`config.mk`:
```
export PLATFORM = sky130hd
export DESIGN_NAME = free_list_block_allocator_top
export DESIGN_NICKNAME = d
export VERILOG_FILES = /design/src/rtl/flba_pkg.sv /design/src/rtl/flba_cfg.sv /design/src/rtl/flba_mem.sv /design/src/rtl/flba_ctrl.sv /design/src/rtl/free_list_block_allocator_top.sv
export SDC_FILE = /design/constraint.sdc
export NUM_CORES = 2
export LEC_CHECK = 0
export BUFFER_PORTS_ARGS = -buffer_cell sky130_fd_sc_hd__buf_2
export CAP_MARGIN = 25
export CORE_MARGIN = 4
export CORE_UTILIZATION = 60
export DETAILED_ROUTE_END_ITERATION = 6
export PLACE_DENSITY = 0.76
export SYNTH_ARGS = -nofsm -noshare
export SYNTH_HDL_FRONTEND = slang
export SYNTH_HIERARCHICAL = 1
export SYNTH_SLANG_ARGS = --single-unit
```
`constraint.sdc`:
```
create_clock -name clk -period 10.4 [get_ports clk]
set_input_delay 1.56 -clock clk [delete_from_list [all_inputs] [get_ports clk]]
set_output_delay 1.56 -clock clk [all_outputs]
set_load 0.01 [all_outputs]
```
`src/rtl/flba_pkg.sv`:
```
`timescale 1ns / 1ps
// flba_pkg: shared types, constants and helpers of the free-list block allocator
// depends on nothing; every other rtl file refers to it by scoped names

package flba_pkg;

	localparam int MAX_BLOCKS = 256;
	localparam int IDX_W      = 8;
	localparam int CNT_W      = 9;
	localparam int ADDR_W     = 2;
	localparam int DATA_W     = 32;

	localparam logic [ADDR_W-1:0] REG_BLOCK_COUNT = ADDR_W'(0);

	typedef enum logic [1:0] {
		STATUS_OK      = 2'd0,
		STATUS_EMPTY   = 2'd1,
		STATUS_ILLEGAL = 2'd2
	} status_t;

	typedef enum logic {
		REQ_ALLOC = 1'b0,
		REQ_FREE  = 1'b1
	} req_t;

	typedef enum logic {
		ST_IDLE = 1'b0,
		ST_EXEC = 1'b1
	} state_t;

	typedef struct packed {
		logic             req_type;
		logic [IDX_W-1:0] block_index;
	} in_item_t;

	typedef struct packed {
		logic [IDX_W-1:0] granted_index;
		status_t          status;
		logic [CNT_W-1:0] blocks_free;
	} out_item_t;

	// one stored entry: occupancy flag and link to the next free block
	typedef struct packed {
		logic             in_use;
		logic [IDX_W-1:0] link;
	} entry_t;

	typedef struct packed {
		logic             rd_en;
		logic [IDX_W-1:0] rd_addr;
		logic             wr_en;
		logic [IDX_W-1:0] wr_addr;
		entry_t           wr_data;
		logic             clear;
	} mem_req_t;

	typedef struct packed {
		logic             rebuild;
		logic [CNT_W-1:0] new_count;
	} cfg_evt_t;

	// zero acts as one, anything above the pool size acts as the pool size
	function automatic logic [CNT_W-1:0] clamp_count(input logic [CNT_W-1:0] raw);
		logic [CNT_W-1:0] c;
		c = raw;
		if (c == '0) begin
			c = CNT_W'(1);
		end
		if (c > CNT_W'(MAX_BLOCKS)) begin
			c = CNT_W'(MAX_BLOCKS);
		end
		return c;
	endfunction

endpackage

```
`src/rtl/flba_cfg.sv`:
```
`timescale 1ns / 1ps
// flba_cfg: register port holding block_count and raising the rebuild event
// depends on flba_pkg

module flba_cfg (
	input  logic                               clk,
	input  logic                               arst_n,
	input  logic                               psel,
	input  logic                               penable,
	input  logic                               pwrite,
	input  logic [flba_pkg::ADDR_W-1:0]        paddr,
	input  logic [flba_pkg::DATA_W-1:0]        pwdata,
	output logic [flba_pkg::DATA_W-1:0]        prdata,
	output logic                               pready,
	output logic [flba_pkg::CNT_W-1:0]         eff_count,
	output flba_pkg::cfg_evt_t                 evt
);

	logic [flba_pkg::CNT_W-1:0] block_count_q;
	logic                       wr_fire;

	assign pready  = 1'b1;
	assign wr_fire = psel && penable && pwrite && (paddr == flba_pkg::REG_BLOCK_COUNT);

	always_ff @(posedge clk or negedge arst_n) begin
		if (!arst_n) begin
			block_count_q <= flba_pkg::CNT_W'(flba_pkg::MAX_BLOCKS);
		end else if (wr_fire) begin
			block_count_q <= pwdata[flba_pkg::CNT_W-1:0];
		end
	end

	always_comb begin
		prdata = '0;
		if (paddr == flba_pkg::REG_BLOCK_COUNT) begin
			prdata = flba_pkg::DATA_W'(block_count_q);
		end
	end

	assign eff_count     = flba_pkg::clamp_count(block_count_q);
	assign evt.rebuild   = wr_fire;
	assign evt.new_count = flba_pkg::clamp_count(pwdata[flba_pkg::CNT_W-1:0]);

endmodule

```
`src/rtl/flba_mem.sv`:
```
`timescale 1ns / 1ps
// flba_mem: entry memory (link and occupancy) with registered read
// per-entry valid flops give the rebuilt list without a clearing sweep; depends on flba_pkg

module flba_mem (
	input  logic                clk,
	input  logic                arst_n,
	input  flba_pkg::mem_req_t  req,
	output flba_pkg::entry_t    rd_entry
);

	flba_pkg::entry_t                 mem_q [flba_pkg::MAX_BLOCKS];
	logic [flba_pkg::MAX_BLOCKS-1:0]  valid_q;
	flba_pkg::entry_t                 rd_data_q;
	logic                             rd_valid_q;
	logic [flba_pkg::IDX_W-1:0]       rd_addr_q;

	always_ff @(posedge clk) begin
		if (req.wr_en) begin
			mem_q[req.wr_addr] <= req.wr_data;
		end
		if (req.rd_en) begin
			rd_data_q <= mem_q[req.rd_addr];
			rd_addr_q <= req.rd_addr;
		end
	end

	always_ff @(posedge clk or negedge arst_n) begin
		if (!arst_n) begin
			valid_q    <= '0;
			rd_valid_q <= 1'b0;
		end else begin
			if (req.clear) begin
				valid_q <= '0;
			end else if (req.wr_en) begin
				valid_q[req.wr_addr] <= 1'b1;
			end
			if (req.rd_en) begin
				rd_valid_q <= valid_q[req.rd_addr];
			end
		end
	end

	// an entry untouched since the last rebuild is free and links to its successor
	always_comb begin
		if (rd_valid_q) begin
			rd_entry = rd_data_q;
		end else begin
			rd_entry.in_use = 1'b0;
			rd_entry.link   = rd_addr_q + flba_pkg::IDX_W'(1);
		end
	end

	a_no_rw_same_entry: assert property (@(posedge clk) disable iff (!arst_n)
		req.rd_en && req.wr_en |-> req.rd_addr != req.wr_addr)
		else $error("read and write hit the same entry in one cycle");

	a_no_clear_with_access: assert property (@(posedge clk) disable iff (!arst_n)
		req.clear |-> !req.wr_en && !req.rd_en)
		else $error("rebuild overlaps a memory access");

endmodule

```
`src/rtl/flba_ctrl.sv`:
```
`timescale 1ns / 1ps
// flba_ctrl: request sequencer, list head, free counter and result register
// issues read-modify-write to flba_mem; depends on flba_pkg

module flba_ctrl (
	input  logic                        clk,
	input  logic                        arst_n,
	input  logic                        in_valid,
	output logic                        in_stall,
	input  flba_pkg::in_item_t          in_data,
	output logic                        out_valid,
	input  logic                        out_stall,
	output flba_pkg::out_item_t         out_data,
	input  logic [flba_pkg::CNT_W-1:0]  eff_count,
	input  flba_pkg::cfg_evt_t          evt,
	output flba_pkg::mem_req_t          mem_req,
	input  flba_pkg::entry_t            rd_entry
);

	flba_pkg::state_t            state_q, state_d;
	flba_pkg::in_item_t          req_q;
	logic [flba_pkg::IDX_W-1:0]  head_q, head_d;
	logic [flba_pkg::CNT_W-1:0]  free_q, free_d;
	flba_pkg::out_item_t         out_q, out_d;
	logic                        out_valid_q, out_valid_d;
	logic                        in_fire;
	logic                        slot_free;
	logic                        illegal_free;

	assign in_stall  = (state_q != flba_pkg::ST_IDLE);
	assign in_fire   = in_valid && !in_stall;
	assign slot_free = !out_valid_q || !out_stall;
	assign out_valid = out_valid_q;
	assign out_data  = out_q;

	assign illegal_free = ({1'b0, req_q.block_index} >= eff_count) || !rd_entry.in_use
		|| (free_q >= eff_count);

	always_comb begin
		state_d     = state_q;
		head_d      = head_q;
		free_d      = free_q;
		out_d       = out_q;
		out_valid_d = out_valid_q && out_stall;

		mem_req.rd_en   = in_fire;
		mem_req.rd_addr = (in_data.req_type == flba_pkg::REQ_FREE) ? in_data.block_index
			: head_q;
		mem_req.wr_en   = 1'b0;
		mem_req.wr_addr = head_q;
		mem_req.wr_data = rd_entry;
		mem_req.clear   = evt.rebuild;

		case (state_q)
			flba_pkg::ST_IDLE: begin
				if (in_fire) begin
					state_d = flba_pkg::ST_EXEC;
				end
			end
			flba_pkg::ST_EXEC: begin
				if (slot_free) begin
					state_d                 = flba_pkg::ST_IDLE;
					out_valid_d             = 1'b1;
					out_d.granted_index     = '0;
					out_d.status            = flba_pkg::STATUS_OK;
					if (req_q.req_type == flba_pkg::REQ_ALLOC) begin
						if (free_q == '0) begin
							out_d.status = flba_pkg::STATUS_EMPTY;
						end else begin
							// pop: mark head taken, follow its link
							out_d.granted_index    = head_q;
							mem_req.wr_en          = 1'b1;
							mem_req.wr_addr        = head_q;
							mem_req.wr_data.in_use = 1'b1;
							mem_req.wr_data.link   = rd_entry.link;
							head_d                 = rd_entry.link;
							free_d                 = free_q - flba_pkg::CNT_W'(1);
						end
					end else begin
						if (illegal_free) begin
							out_d.status = flba_pkg::STATUS_ILLEGAL;
						end else begin
							// push: freed block becomes the new head
							mem_req.wr_en          = 1'b1;
							mem_req.wr_addr        = req_q.block_index;
							mem_req.wr_data.in_use = 1'b0;
							mem_req.wr_data.link   = head_q;
							head_d                 = req_q.block_index;
							free_d                 = free_q + flba_pkg::CNT_W'(1);
						end
					end
					out_d.blocks_free = free_d;
				end
			end
			default: begin
				state_d = flba_pkg::ST_IDLE;
			end
		endcase

		if (evt.rebuild) begin
			head_d = '0;
			free_d = evt.new_count;
		end
	end

	always_ff @(posedge clk or negedge arst_n) begin
		if (!arst_n) begin
			state_q     <= flba_pkg::ST_IDLE;
			head_q      <= '0;
			free_q      <= flba_pkg::CNT_W'(flba_pkg::MAX_BLOCKS);
			out_valid_q <= 1'b0;
		end else begin
			state_q     <= state_d;
			head_q      <= head_d;
			free_q      <= free_d;
			out_valid_q <= out_valid_d;
		end
	end

	always_ff @(posedge clk) begin
		if (in_fire) begin
			req_q <= in_data;
		end
		out_q <= out_d;
	end

	a_free_within_count: assert property (@(posedge clk) disable iff (!arst_n)
		free_q <= eff_count)
		else $error("free counter exceeds the block count");

	a_accept_starts_exec: assert property (@(posedge clk) disable iff (!arst_n)
		in_fire |=> state_q == flba_pkg::ST_EXEC && !in_stall == 1'b0)
		else $error("accepted request did not enter execution");

	a_grant_zero_on_error: assert property (@(posedge clk) disable iff (!arst_n)
		out_valid_q && out_q.status != flba_pkg::STATUS_OK |-> out_q.granted_index == '0)
		else $error("failed request carries a granted index");

	a_count_step: assert property (@(posedge clk) disable iff (!arst_n)
		$rose(out_valid_q) && !$past(evt.rebuild) && out_q.status == flba_pkg::STATUS_OK
		|-> out_q.blocks_free != $past(free_q))
		else $error("successful request left the free count unchanged");

endmodule

```
`src/rtl/free_list_block_allocator_top.sv`:
```
`timescale 1ns / 1ps
// free_list_block_allocator_top: pool allocator handing out block indexes from a free list
// depends on flba_pkg, flba_cfg, flba_mem, flba_ctrl
//
//  channel  | direction | handshake                     | payload
//  ---------+-----------+-------------------------------+---------------------------------
//  in       | in        | in_valid / in_stall           | req_type, block_index
//  out      | out       | out_valid / out_stall         | granted_index, status, blocks_free
//  cfg      | in        | psel, penable, pwrite, pready | block_count at byte address 0
//
// each request runs in two steps: the IDLE state reads the head or freed entry from
// the entry memory, the EXEC state checks it, writes it back and loads the result register
// the next request is taken once the result register has room for the current one
// reset (and any block_count write) empties the memory valid flops at once: no sweep
// a stalled result holds the request in execution; the input sees in_stall meanwhile

module free_list_block_allocator_top (
	input  logic                         clk,
	input  logic                         arst_n,
	input  logic                         in_valid,
	output logic                         in_stall,
	input  flba_pkg::in_item_t           in_data,
	output logic                         out_valid,
	input  logic                         out_stall,
	output flba_pkg::out_item_t          out_data,
	input  logic                         psel,
	input  logic                         penable,
	input  logic                         pwrite,
	input  logic [flba_pkg::ADDR_W-1:0]  paddr,
	input  logic [flba_pkg::DATA_W-1:0]  pwdata,
	output logic [flba_pkg::DATA_W-1:0]  prdata,
	output logic                         pready
);

	logic [flba_pkg::CNT_W-1:0] eff_count;
	flba_pkg::cfg_evt_t         evt;
	flba_pkg::mem_req_t         mem_req;
	flba_pkg::entry_t           rd_entry;

	flba_cfg u_cfg (
		.clk       (clk),
		.arst_n    (arst_n),
		.psel      (psel),
		.penable   (penable),
		.pwrite    (pwrite),
		.paddr     (paddr),
		.pwdata    (pwdata),
		.prdata    (prdata),
		.pready    (pready),
		.eff_count (eff_count),
		.evt       (evt)
	);

	flba_mem u_mem (
		.clk      (clk),
		.arst_n   (arst_n),
		.req      (mem_req),
		.rd_entry (rd_entry)
	);

	flba_ctrl u_ctrl (
		.clk       (clk),
		.arst_n    (arst_n),
		.in_valid  (in_valid),
		.in_stall  (in_stall),
		.in_data   (in_data),
		.out_valid (out_valid),
		.out_stall (out_stall),
		.out_data  (out_data),
		.eff_count (eff_count),
		.evt       (evt),
		.mem_req   (mem_req),
		.rd_entry  (rd_entry)
	);

endmodule
```
Yosys cells after proc, flatten, opt, wreduce, memory -nomap -nowiden
Memory sizes are Yosys's and may differ from the RTL's. A register that Yosys moved wholly into a read port is not among the register bits.
Cells that the tools add are included.
Widths: inputs -> output; s select.

word-level totals
  register bits after elaboration = 321
  memory bits (writable) = 2304
  output and inout bits = 54
  logic and storage cells = 92
  memories kept = 1

memory list
  name         depth  width  rd ports  clocked after memory_dff  write ports  line            RTL
  u_mem.mem_q  256    9      1         1                         1            flba_mem.sv:12  flba_pkg::entry_t mem_q [flba_pkg::MAX_BLOCKS];

cells by class
  add/sub/neg operators = 3
  order comparisons = 7
  equal/unequal tests = 2
  mux-type cells = 40
  bitwise logic cells = 2
  reductions and logical operators = 24

operators with widths
  operator             count
  $mux 256             2
  $or 256x256->256     1
  $mux 9               12
  $mux 18              5
  $mux 8               7
  $logic_not 9->1      3
  $gt 9x9->1 const B   2
  $lt 8x9->1 const B   2
  $add 9x1->9 const B  1
  $ge 8x9->1           1
  $ge 9x9->1           1
  $mux 1               9
  $sub 9x1->9 const B  1
  $add 8x1->8 const B  1
  $bmux 1 s8           1
  $demux 1 s8          1
  $ge 8x1->1 const B   1
  $logic_and 1x1->1    6
  $reduce_bool 2->1    3
  $logic_not 1->1      4
  $mux 2               2
  $reduce_and 2->1     2
  $reduce_and 4->1     1
  $logic_or 1x1->1     3
  6 further kinds      6

Depth between registers and ports, before layout
  depth after elaboration = 18
  gate-level depth with buffers = 19
  mapped depth without buffers = 15

By module
The synthesis kept the hierarchy.

by module, submodules not included
  module     instances  cells an instance  area an instance (sq um)  sequential area each (sq um)
  flba_mem   1          4982               99302.7                   76128.0
  flba_ctrl  1          362                3484.6                    1317.5
  flba_cfg   1          82                 765.7                     226.5

Worst setup path after synthesis
OpenSTA, ideal clock, no wires.

  path type = input to register
  start = input out_stall
  end = memory u_mem/mem_q[0][8] (netlist name) (data pin)
  data arrival time = 8746 ps
  data required time = 9008 ps
  path slack = 262 ps
  cell stages on the path = 6
  path buffers = 1
  cells stage by stage = a21bo_1 clkinv_1 nand2_1 nor3_4 buf_6 nor2_1

RTL lines
  item                line                                 RTL
  start: declaration  free_list_block_allocator_top.sv:24  input logic out_stall,
  end: declaration    flba_mem.sv:12

==> out/results.ini <==
[place]
place_congestion=0.8762
pre_cts_slack_ns=3.676
dp_hpwl_um=143900
port_buffers=56

[detailed_routing]
drc_errors=31
drtAntennaViolNets=0
drt_first_pass_iters=7
drt-wirelength-per-cell_um=31.19
drtIter0Drc=8222
vias_per_cell=6.824
drt_wl_total_um=252500
num_vias=55250

[min_path]
min_path_type=reg -> reg

[die]
rows=152
die_h_um=423.4
die-area_um2=179300
die_w_um=423.4
ios=104
start_util_pct=60.37
coreArea_um2=171500

[sta]
setup_viol=0
timing.setup.tns_ns=0
setup_ws_ns=3.917
finalCritPeriodShare_pct=62.34
drv_slew=0
min_period_ns=6.483
hold_violations=0
max_freq_mhz=154.2
fin_skew_ns=0.04768
max-slew-margin-rel_pct=14.17
worst_slew_pin_slew_ns=1.276
rsz0062_at_grt=false

[global_routing]
grt_use_total_pct=28.29
grt_pass1_wl_um=371600
antenna_found_initial=2
grt_overflow_total=0
grt_max_degree=257
grt_pass1_vias=54400

[clock_tree]
clock-sinks=2634
post_cts_resized=0
post_cts_buffers=0
cts_tree=done
hold_buffers=0
clock_latency_ns=0.93
htree_levels=5
cts_root_buf=clkbuf_16
clk_pin_slew_ns=0.06
cts_buffer_depth=4
cts_made_buffers=275

[logic_synthesis]
ys_top_cells_by_count=2,349 x edfxtp_1, 744 x nor2_1, 624 x mux4_2
ys_seq_elements=2634
ys.flop_type=edfxtp_1
synth_top_area_share_pct=68.12
synth_edf_count=2349
syn_area_um2=103600
yosysTopAreaCell=edfxtp_1
syn_avg_cell_area_um2=19.08
synth_most_common_cell=edfxtp_1
syn_inst=5426
synthArstFlopShare_pct=10.82
ys_warn_count=6
ys_types=78
yosysSeqAreaShare_pct=75.01
synthTopCellsByArea=edfxtp_1 68%, mux4_2 14%, dfrtp_1 6.8%

[setup_path]
arrival_ns=7.01
criticalPathCategory=reg -> reg
worstSetupStartpointType=flip-flop
critPathMaxFanout=17
crit_required_ns=10.92
crit_path_end_kind=flip-flop
r2r_slack_ns=3.92

[finish]
final_nets=5659
area.growth.synth_to_final_pct=11.59
diodes=0
drive_gt1_share_pct=22.73

[run_status]
status=finished, violations left
violations=design-rule violations

[power]
ir_drop_uv=280.9
p_per_area_nw_per_um2=260.3
p_leak_nw=38.15

[flow_run]
drv_cap=0

[cells in the final DEF, fill, tap and decap left out, types with 28 or more instances in the layout]
| cell | n |
|---|---|
| clkbuf_16 | 282 |
| clkinv_1 | 55 |
| nor2b_1 | 28 |
| clkbuf_1 | 57 |
| mux2i_1 | 40 |
| o21ba_2 | 30 |
| nand2_1 | 67 |
| a21oi_1 | 164 |
| nor2_1 | 741 |
| buf_4 | 118 |
| mux4_2 | 624 |
| nor4_1 | 45 |
| nand3_1 | 41 |
| edfxtp_1 | 2349 |
| clkinv_2 | 37 |
| a22oi_1 | 298 |
| buf_2 | 65 |
| dfrtp_1 | 283 |
[cells by family after synthesis]
group / synth area share (%)
simple gates: 4.408
flops: 75.01
mux: 14.34
compound gates: 4.167
other cells: 0.007252
xor+xnor: 0.09303
fa+ha+maj: 0.2417
buf+inv: 1.737
[stage by stage]
step	hold slack, ns	cell area, um^2	total power (W)	instances	utilization [%]
floorplan	0.4608	103600	0.01816	5448	-
CTS	0.4956	114900	0.02997	8041	67.00
global placement	0.4727	106100	0.02040	7539	61.88
global route	0.5209	115600	0.03107	8096	67.36
finish	0.4938	115600	0.03008	8096	67.36
detailed placement	0.4820	106400	0.02067	7567	62.04
[layout make-up]
| cell class | instances | area, um^2 |
|---|---|---|
| timing repair buffer | 230 | 2013 |
| fill | 10460 | 55990 |
| multi-input combinational | 2425 | 24360 |
| tap | 2310 | 2890 |
| clock inverter | 114 | 963.4 |
| sequential | 2634 | 77670 |
| clock buffer | 360 | 7560 |
| inverter | 23 | 93.84 |
[state kept, by name, indices dropped and copies added, names as in the netlist]
| name | cells |
|---|---|
| u_cfg/block_count_q | 9 |
| u_ctrl/free_q | 9 |
| u_ctrl/head_q | 8 |
| u_ctrl/in_stall | 1 |
| u_ctrl/out_data | 19 |
| u_ctrl/out_valid | 1 |
| u_ctrl/req_q | 9 |
| u_mem/mem_q | 2304 |
| u_mem/rd_addr_q | 8 |
| u_mem/rd_data_q | 9 |
| u_mem/rd_valid_q | 1 |
| u_mem/valid_q | 256 |
[where the power goes]
part           internal, W  total, W  leakage [nW]  switching [W]
registers           0.0134    0.0136          25.1       0.000222
logic              0.00225   0.00710          8.87        0.00485
clock network      0.00552   0.00938          4.19        0.00386
[worst max-delay path, stage by stage (launching register included)]
cell	delay [ns]
dfrtp_1	0.42
nor4_1	0.30
a21oi_1	0.10
nor2_1	0.30
ha_1	0.29
nor2b_1	0.10
o21ai_0	0.14
nand4_1	0.17
nand2_1	0.32
nor3_4	0.27
buf_4	0.35
mux2_1	0.57
nor2_1	0.63
nand3_1	0.84
buf_4	0.51
nor2_1	0.77
[layer usage]
metal / global-route usage [%] / vias to the layer above / routed length (um)
met5: 0 / - / 0
met4: 10.26 / 0 / 9829
met3: 7.701 / 605 / 31890
met2: 42.66 / 3854 / 118900
met1: 40.57 / 28640 / 91860
li1: - / 22160 / -
[final timing paths]
kind / from / end / cells past startpoint
worst max-delay path: u_cfg/block_count_q[4] / u_mem/mem_q[242][1] / 15
worst min-delay path: u_mem/valid_q[91] / u_mem/valid_q[91] / 2
worst max register to register: u_cfg/block_count_q[4] / u_mem/mem_q[242][1] / 15
worst min register to register: u_mem/valid_q[91] / u_mem/valid_q[91] / 2
max in group asynchronous: arst_n / u_mem/valid_q[107] / 2
min in group asynchronous: arst_n / u_cfg/block_count_q[1] / 1
Power figures use the tool's default switching activity.
